[src/sv/duplicate_filter_with_aging_defines.svh]
// Assertion macros used by the duplicate filter top level.
`ifndef DUPLICATE_FILTER_WITH_AGING_DEFINES_SVH
`define DUPLICATE_FILTER_WITH_AGING_DEFINES_SVH

// Checks that a condition holds in the same cycle as its trigger.
`define DFA_ASSERT_NOW(label, ante, cons) \
  label: assert property (@(posedge clk) disable iff (rst) (ante) |-> (cons)) \
    else $error("duplicate filter assertion failed");

// Checks that a condition holds in the cycle after its trigger.
`define DFA_ASSERT_NEXT(label, ante, cons) \
  label: assert property (@(posedge clk) disable iff (rst) (ante) |=> (cons)) \
    else $error("duplicate filter assertion failed");

`endif

[src/sv/dfa_pkg.sv]
// Types, constants and codes shared by the duplicate filter modules.
`default_nettype none
package dfa_pkg;

  localparam int ENTRIES_DEF = 8;
  localparam int PAT_W       = 16;
  localparam int CNT_W       = 16;
  localparam int SLOT_W      = 3;
  localparam int MASK_W      = 8;

  localparam logic [CNT_W-1:0] TIMEOUT_RST = 16'd100;

  localparam logic FUNC_ARRIVE = 1'b0;
  localparam logic FUNC_TICK   = 1'b1;

  typedef struct packed {
    logic             func;
    logic [PAT_W-1:0] pattern;
  } item_t;

  typedef struct packed {
    logic              accepted;
    logic [SLOT_W-1:0] slot;
    logic              full_res;
    logic [MASK_W-1:0] freed_mask;
  } result_t;

  // One table entry as it sits in the memory.
  typedef struct packed {
    logic [PAT_W-1:0] pattern;
    logic             busy;
    logic [CNT_W-1:0] count;
    logic             running;
    logic             expired;
  } entry_t;

  typedef enum logic [1:0] {
    ST_IDLE,
    ST_SCAN,
    ST_WRITE,
    ST_DONE
  } state_t;

endpackage
`default_nettype wire

[src/sv/dfa_ram.sv]
// Generic single-write, single-read memory with a registered read port.
`default_nettype none
module dfa_ram #(
  parameter int WIDTH = 8,
  parameter int DEPTH = 8
) (
  input  wire logic                     clk,
  input  wire logic                     we,
  input  wire logic [$clog2(DEPTH)-1:0] waddr,
  input  wire logic [WIDTH-1:0]         wdata,
  input  wire logic                     re,
  input  wire logic [$clog2(DEPTH)-1:0] raddr,
  output      logic [WIDTH-1:0]         rdata
);

  logic [WIDTH-1:0] mem [DEPTH];

  always_ff @(posedge clk) begin
    if (we) begin
      mem[waddr] <= wdata;
    end
    if (re) begin
      rdata <= mem[raddr];
    end
  end

endmodule
`default_nettype wire

[src/sv/dfa_core.sv]
// Table sequencer: walks the entry memory once per item and updates it.
`default_nettype none
module dfa_core
  import dfa_pkg::*;
#(
  parameter int ENTRIES = ENTRIES_DEF
) (
  input  wire logic             clk,
  input  wire logic             rst,
  input  wire logic             start,
  input  wire item_t            item,
  input  wire logic [CNT_W-1:0] timeout,
  input  wire logic             out_free,
  output      logic             idle,
  output      logic             done,
  output      result_t          res
);

  localparam int IDX_W = $clog2(ENTRIES);
  localparam int ENT_W = $bits(entry_t);

  state_t state, state_next;

  item_t             item_q;
  logic [IDX_W-1:0]  idx;
  logic              issued_all;
  logic              pend;
  logic [IDX_W-1:0]  pend_idx;
  logic              rd_vld;
  logic [ENTRIES-1:0] vld;
  logic              table_full;

  logic              seen;
  logic              ff_found;
  logic              sf_found;
  logic [IDX_W-1:0]  ff_idx;
  logic              accepted;
  logic [SLOT_W-1:0] slot;
  logic [MASK_W-1:0] freed;

  logic              issue;
  logic              we;
  logic [IDX_W-1:0]  waddr;
  entry_t            wentry;
  logic [ENT_W-1:0]  ram_q;
  entry_t            rd_entry;
  entry_t            tick_entry;
  entry_t            new_entry;
  logic              store;

  dfa_ram #(
    .WIDTH (ENT_W),
    .DEPTH (ENTRIES)
  ) u_ram (
    .clk   (clk),
    .we    (we),
    .waddr (waddr),
    .wdata (wentry),
    .re    (issue),
    .raddr (idx),
    .rdata (ram_q)
  );

  // An entry never written reads as all zero.
  assign rd_entry = rd_vld ? entry_t'(ram_q) : '0;

  always_comb begin
    tick_entry = rd_entry;
    if (rd_entry.expired) begin
      tick_entry.expired = 1'b0;
      tick_entry.pattern = '0;
      tick_entry.busy    = 1'b0;
    end
    if (rd_entry.running) begin
      if (rd_entry.count <= CNT_W'(1)) begin
        tick_entry.count   = '0;
        tick_entry.running = 1'b0;
        tick_entry.expired = 1'b1;
      end else begin
        tick_entry.count = rd_entry.count - CNT_W'(1);
      end
    end
  end

  always_comb begin
    new_entry         = '0;
    new_entry.pattern = item_q.pattern;
    new_entry.busy    = 1'b1;
    new_entry.count   = timeout;
    new_entry.running = 1'b1;
  end

  assign store = !table_full && !seen && ff_found;

  // Next state.
  always_comb begin
    state_next = state;
    case (state)
      ST_IDLE:  if (start) state_next = ST_SCAN;
      ST_SCAN: begin
        if (issued_all && !pend) begin
          state_next = (item_q.func == FUNC_ARRIVE) ? ST_WRITE : ST_DONE;
        end
      end
      ST_WRITE: state_next = ST_DONE;
      ST_DONE:  if (out_free) state_next = ST_IDLE;
      default:  state_next = ST_IDLE;
    endcase
  end

  // Outputs of the sequencer.
  always_comb begin
    issue  = 1'b0;
    we     = 1'b0;
    waddr  = pend_idx;
    wentry = tick_entry;
    done   = 1'b0;
    idle   = 1'b0;
    case (state)
      ST_IDLE: idle = 1'b1;
      ST_SCAN: begin
        issue = !issued_all;
        we    = pend && (item_q.func == FUNC_TICK);
      end
      ST_WRITE: begin
        we     = store;
        waddr  = ff_idx;
        wentry = new_entry;
      end
      ST_DONE: done = out_free;
      default: ;
    endcase
  end

  always_ff @(posedge clk) begin
    if (rst) begin
      state      <= ST_IDLE;
      pend       <= 1'b0;
      issued_all <= 1'b0;
      vld        <= '0;
      table_full <= 1'b0;
    end else begin
      state <= state_next;
      pend  <= issue;
      if (start && idle) begin
        issued_all <= 1'b0;
      end else if (issue && idx == IDX_W'(ENTRIES - 1)) begin
        issued_all <= 1'b1;
      end
      if (we) begin
        vld[waddr] <= 1'b1;
      end
      if (state == ST_SCAN && pend && item_q.func == FUNC_TICK && rd_entry.expired) begin
        table_full <= 1'b0;
      end
      if (state == ST_WRITE && !table_full && !seen) begin
        table_full <= ff_found ? !sf_found : 1'b1;
      end
    end
  end

  always_ff @(posedge clk) begin
    if (start && idle) begin
      item_q   <= item;
      idx      <= '0;
      seen     <= 1'b0;
      ff_found <= 1'b0;
      sf_found <= 1'b0;
      accepted <= 1'b0;
      slot     <= '0;
      freed    <= '0;
    end else begin
      if (issue) begin
        idx      <= idx + IDX_W'(1);
        pend_idx <= idx;
        rd_vld   <= vld[idx];
      end
      if (state == ST_SCAN && pend) begin
        if (item_q.func == FUNC_ARRIVE) begin
          if (rd_entry.pattern == item_q.pattern) begin
            seen <= 1'b1;
          end
          if (!rd_entry.busy) begin
            if (!ff_found) begin
              ff_found <= 1'b1;
              ff_idx   <= pend_idx;
            end else begin
              sf_found <= 1'b1;
            end
          end
        end else if (rd_entry.expired) begin
          for (int b = 0; b < MASK_W; b++) begin
            if (b < ENTRIES && pend_idx == IDX_W'(b)) begin
              freed[b] <= 1'b1;
            end
          end
        end
      end
      if (state == ST_WRITE) begin
        accepted <= store;
        slot     <= store ? SLOT_W'(ff_idx) : '0;
      end
    end
  end

  always_comb begin
    res            = '0;
    res.accepted   = accepted;
    res.slot       = slot;
    res.full_res   = table_full;
    res.freed_mask = freed;
  end

endmodule
`default_nettype wire

[src/sv/duplicate_filter_with_aging.sv]
// Top level of the duplicate filter with aging: ports, register, result stage.
//
//  Channel  Direction  Handshake            Beat
//  item     in         item_valid/stall     func, pattern
//  result   out        result_valid/stall   accepted, slot, full_res, freed_mask
//  cfg      in         cfg_valid/cfg_ready  timeout_ticks
//
// Each item walks the entry memory once, one read a cycle; a pattern beat then
// passes a write state before its result is loaded. The sequencer takes the
// next item in the cycle after that load.
// Reset is synchronous and active high; valid bits make unwritten entries read
// as zero. A waiting result holds in its register while result_stall is high;
// the next item is taken meanwhile and only its result write waits.
`default_nettype none
`include "duplicate_filter_with_aging_defines.svh"
module duplicate_filter_with_aging
  import dfa_pkg::*;
#(
  parameter int ENTRIES = ENTRIES_DEF
) (
  input  wire logic             clk,
  input  wire logic             rst,
  input  wire logic             item_valid,
  output      logic             item_stall,
  input  wire item_t            item,
  output      logic             result_valid,
  input  wire logic             result_stall,
  output      result_t          result,
  input  wire logic             cfg_valid,
  output      logic             cfg_ready,
  input  wire logic [CNT_W-1:0] cfg_data
);

  logic [CNT_W-1:0] timeout_ticks;
  logic             core_idle;
  logic             core_done;
  result_t          core_res;
  logic             out_free;

  // The register may be written at any time; the user only does so between items.
  assign cfg_ready = 1'b1;

  always_ff @(posedge clk) begin
    if (rst) begin
      timeout_ticks <= TIMEOUT_RST;
    end else if (cfg_valid && cfg_ready) begin
      timeout_ticks <= cfg_data;
    end
  end

  // The sequencer takes a new item whenever it is idle.
  assign item_stall = !core_idle;

  // The result register may be loaded when empty or when its beat leaves now.
  assign out_free = !result_valid || !result_stall;

  dfa_core #(
    .ENTRIES (ENTRIES)
  ) u_core (
    .clk      (clk),
    .rst      (rst),
    .start    (item_valid),
    .item     (item),
    .timeout  (timeout_ticks),
    .out_free (out_free),
    .idle     (core_idle),
    .done     (core_done),
    .res      (core_res)
  );

  always_ff @(posedge clk) begin
    if (rst) begin
      result_valid <= 1'b0;
    end else if (core_done) begin
      result_valid <= 1'b1;
    end else if (!result_stall) begin
      result_valid <= 1'b0;
    end
  end

  always_ff @(posedge clk) begin
    if (core_done) begin
      result <= core_res;
    end
  end

  // The sequencer stays busy, stalling the item channel, after it takes an item.
  `DFA_ASSERT_NEXT(a_busy_after_take, item_valid && !item_stall, item_stall)

  // A stored pattern comes from an arrival, which never frees a slot.
  `DFA_ASSERT_NOW(a_store_frees_none, result_valid && result.accepted, result.freed_mask == '0)

endmodule
`default_nettype wire
[config.mk]
export PLATFORM = sky130hd
export DESIGN_NAME = duplicate_filter_with_aging
export DESIGN_NICKNAME = d
export VERILOG_FILES = /design/src/sv/dfa_pkg.sv /design/src/sv/dfa_ram.sv /design/src/sv/dfa_core.sv /design/src/sv/duplicate_filter_with_aging.sv
export VERILOG_INCLUDE_DIRS = /design/src /design/src/sv
export SDC_FILE = /design/constraint.sdc
export NUM_CORES = 1
export LEC_CHECK = 0
export BUFFER_PORTS_ARGS = -buffer_cell sky130_fd_sc_hd__buf_2
export CAP_MARGIN = 20
export CORE_UTILIZATION = 55
export CTS_BUF_LIST = sky130_fd_sc_hd__clkbuf_4 sky130_fd_sc_hd__clkbuf_8 sky130_fd_sc_hd__clkbuf_16
export DETAILED_ROUTE_END_ITERATION = 8
export PLACE_DENSITY = 0.71
export SKIP_CTS_REPAIR_TIMING = 1
export SLEW_MARGIN = 20
export SYNTH_ARGS = -nofsm -noshare
export SYNTH_HDL_FRONTEND = slang
export SYNTH_SLANG_ARGS = --single-unit
[constraint.sdc]
create_clock -name clk -period 4.02 [get_ports clk]
set_input_delay 0.603 -clock clk [delete_from_list [all_inputs] [get_ports clk]]
set_output_delay 0.603 -clock clk [all_outputs]
set_load 0.01 [all_outputs]
==> out/qor.tcl <==
set qor(run_status) {complete, no violations}
set qor(core_um2) 28000
set qor(period_minus_slack_ns) 3.02
set qor(largest_voltage_drop_on_the_vdd_net_v) 0.000362
set qor(antenna_found_initial) 0
set qor(drt_pre_antenna_iters) 5
set qor(cp.arrival_ns) 3.35
set qor(synth_ff_type) {sky130_fd_sc_hd__edfxtp_1}
set qor(worstPathBufferInverterCount) 0
set qor(max-cap-violations) 0
set qor(ff2ff_path_depth) 6
set qor(cts_sinks) 400
set qor(syn-num-nets) 912
set qor(crit_path_top_delay_cell) {sky130_fd_sc_hd__edfxtp_1}
set qor(floorplan.die_area_um2) 29400
set qor(rsz0062_at_grt) {no}
set qor(place.detailed.hpwl_um) 18200
set qor(detail_route.iter0.violations) 815
set qor(cts.reportedPaths.clkPinSlew_ns) 0.06
set qor(boundaryPins) 54
set qor(worst_clock_skew_ns) 0.0158
set qor(port-buffer-count) 52
set qor(totalNegativeSetupSlack_ns) 0
set qor(dr_wl_met2_um) 15300
set qor(power.density_nw_per_um2) 640
set qor(netlist-cell-type-count) 63
set qor(worstPathRequired_ns) 4.35
set qor(die_width_um) 171
set qor(detail_route.wirelength_um) 31400
set qor(worst-path-stages) 6
set qor(detail_route.vias_per_cell) 6.04
set qor(grt_util_all_layers_pct) 22.3
set qor(number_of_register_bits_inferred_by_synthesis) 400
set qor(actual_transition_at_the_worst_max_transition_pin_ns) 0.885
set qor(antennaDiodeCount) 0
set qor(routedWlPerCell_um) 23.3
set qor(gate_count_post_synth) 865
set qor(layout_worst_path_cycle_share_pct) 75.2
set qor(grt_start_max_net_pins) 76
set qor(first_global_vias) 8118
set qor(postLayoutCoreUtil_pct) 64.6
set qor(starting_utilization_of_the_core_area_pct) 56.3
set qor(finalHoldViolations) 0
set qor(total_leakage_power_nw) 6.02
set qor(critical_path_class) {register to register}
set qor(met3_wirelength_um) 1730
set qor(count_of_antenna_violating_nets_left_after_detailed_routing) 0
set qor(hold-path-cell-count) 1
set qor(timing.max_slew.rel_slack_pct) 40.4
set qor(final_max_slew_viol_count) 0
set qor(drive_above_1_share_pct) 28.1
set qor(vias) 8153
set qor(fp.dieH_um) 171
set qor(finalWeightedCongestion) 0.796
set qor(max_freq_ghz) 0.331
set qor(route.detailed.drc) 0
set qor(tritoncts.num_buffers) 41
set qor(std_cell_rows) 61
set qor(timing.critical_path.cells) {nand2_1 -> ha_1 -> o2111ai_2 -> nor3_4 -> a21oi_2 -> a32o_1}
set qor(endpoint_kind) {register}
set qor(worst_path_dominant_cell_family) {compound AO/OA/AOI/OAI gates}
set qor(async_flop_share_pct) 0
set qor(grt_pass1_wl_um) 47800
set qor(gr_ovfl_total) 0
set qor(wl_met1_um) 13800
set qor(number_of_synthesized_flops_with_an_enable_pin) 352
set qor(multiInputGateArea_um2) 4070
set qor(seq_area_frac_synth_pct) 73.1
set qor(synth.yosys.warnings) 0
set qor(filler_cell_count) 1863
set qor(post_synth_instance_area_um2) 15800
set qor(area_growth_syn_to_layout_pct) 14.7
set qor(finalNetCount) 988
set qor(hold_path_class) {primary input to register}
set qor(setup-violations-final) 0
set qor(avg_cell_area_syn_um2) 18.2
set qor(cts.path.max_buffers) 3
set qor(cts-root-buf) {sky130_fd_sc_hd__clkbuf_16}
set qor(max_incr_delay_on_cp_ns) 0.78
set qor(layout.area.seq_um2) 11500
set qor(cts_htree_levels) 2
set qor(top_layer_used) {met4}
set qor(critical_path.max_fanout) 21
set qor(setup.worst_path.start_class) {register}
set qor(cts_tree) {done}
set qor(insertion_delay_of_the_later_clocked_pin_in_the_worst_skew_pair_ns) 0.53
-- report_power, final --
group,internal (mW),switching (mW)
Clock,2.41,1.52
Sequential,5.18,0.387
Combinational,0.927,1.16
Total,8.51,3.06
-- flip-flops by register name, indices dropped and copies added, names as in the netlist, 3 cells and up --
signal and cells:
result 13, u_core.slot 3, u_core.freed 8, u_core.u_ram.mem 280
u_core.idx 3, u_core.ff_idx 3, u_core.vld 8, u_core.item_q 17
u_core.pend_idx 3, timeout_ticks 16, u_core.u_ram.rdata 35
-- routing by layer --
layer / up-vias / GRT usage, %
li1: 3630 / -
met1: 4217 / 32.0
met2: 259 / 35.9
met3: 47 / 3.80
met4: 0 / 5.43
met5: - / 0
-- layout by cell type, fill, tap and decap left out, types with 10 or more instances in the layout --
cell and n:
sky130_fd_sc_hd__a21oi_1 27, sky130_fd_sc_hd__a22o_1 26, sky130_fd_sc_hd__buf_2 52, sky130_fd_sc_hd__buf_4 12, sky130_fd_sc_hd__clkbuf_16 44, sky130_fd_sc_hd__dfxtp_1 45, sky130_fd_sc_hd__edfxtp_1 352, sky130_fd_sc_hd__inv_1 16
sky130_fd_sc_hd__mux2_2 39, sky130_fd_sc_hd__mux2i_1 15, sky130_fd_sc_hd__mux4_2 72, sky130_fd_sc_hd__nand2_1 31, sky130_fd_sc_hd__nor2_1 56, sky130_fd_sc_hd__xnor2_1 10
-- Yosys cell counts (7+ instances only) --
cell type,instances,area [um2]
sky130_fd_sc_hd__nor3_1,9,45.0
sky130_fd_sc_hd__mux2_2,39,439
sky130_fd_sc_hd__mux4_2,72,1620
sky130_fd_sc_hd__edfxtp_1,352,10600
sky130_fd_sc_hd__o21ai_0,9,45.0
sky130_fd_sc_hd__nand3_1,8,40.0
sky130_fd_sc_hd__dfxtp_1,48,961
sky130_fd_sc_hd__a22o_1,26,228
sky130_fd_sc_hd__nor2b_1,7,43.8
sky130_fd_sc_hd__ha_1,9,113
sky130_fd_sc_hd__a21oi_1,27,135
sky130_fd_sc_hd__nand2_1,31,116
sky130_fd_sc_hd__inv_1,16,60.1
sky130_fd_sc_hd__xnor2_1,10,87.6
sky130_fd_sc_hd__nor2_1,64,240
sky130_fd_sc_hd__clkbuf_1,22,82.6
sky130_fd_sc_hd__mux2i_1,15,150
sky130_fd_sc_hd__buf_2,11,55.1
-- cell type report --
type,instances,area share (%)
clock buffer,54,6.57
tap,378,2.61
multi-input combinational,409,22.5
timing repair buffer,72,2.86
sequential,400,63.8
clock inverter,20,1.28
inverter,17,0.353
-- worst register-to-register path, cell delays in order (launching register included) --
cell and delay (ns):
sky130_fd_sc_hd__edfxtp_1 0.78, sky130_fd_sc_hd__nand2_1 0.23, sky130_fd_sc_hd__ha_1 0.32, sky130_fd_sc_hd__o2111ai_2 0.28
sky130_fd_sc_hd__nor3_4 0.09, sky130_fd_sc_hd__a21oi_2 0.67, sky130_fd_sc_hd__a32o_1 0.46
-- final timing paths --
path                                 from                                to  slack (ns)
min                               item[0]        u_core.item_q[0]$_DFFE_PP_        0.25
min reg2reg  u_core.freed[4]$_SDFFE_PP0P_               result[4]$_DFFE_PP_        0.44
max               u_core.rd_vld$_DFFE_PP_  u_core.u_ram.mem[5][7]$_DFFE_PP_         1.0
max reg2reg       u_core.rd_vld$_DFFE_PP_  u_core.u_ram.mem[5][7]$_DFFE_PP_         1.0
-- stage by stage --
step / area [um2] / hold slack, ns / total power [mW] / setup WS [ns] / instances
2_1_floorplan: 15800 / 0.409 / 7.06 / 0.614 / 865
3_3_place_gp: 16600 / 0.417 / 7.66 / 1.13 / 1275
3_5_place_dp: 16600 / 0.419 / 7.72 / 1.04 / 1275
4_1_cts: 18100 / 0.232 / 11.6 / 1.01 / 1349
5_1_grt: 18100 / 0.229 / 12.0 / 0.864 / 1350
6_report: 18100 / 0.248 / 11.6 / 0.995 / 1350
-- cells by family (layout without fill, tap and decap cells) --
kind of cell / Yosys count / after routing / share of synthesized area (%)
buffers and inverters: 56 / 163 / 1.49
XOR/XNOR: 16 / 16 / 0.888
flip-flops: 400 / 400 / 73.1
multiplexers: 126 / 126 / 14.0
adder cells (fa/ha/maj): 9 / 9 / 0.714
AO/OA/AOI/OAI: 111 / 111 / 5.15
other: 1 / 1 / 0.0238
AND/OR/NAND/NOR: 146 / 146 / 4.62
Power figures use the tool's default switching activity.
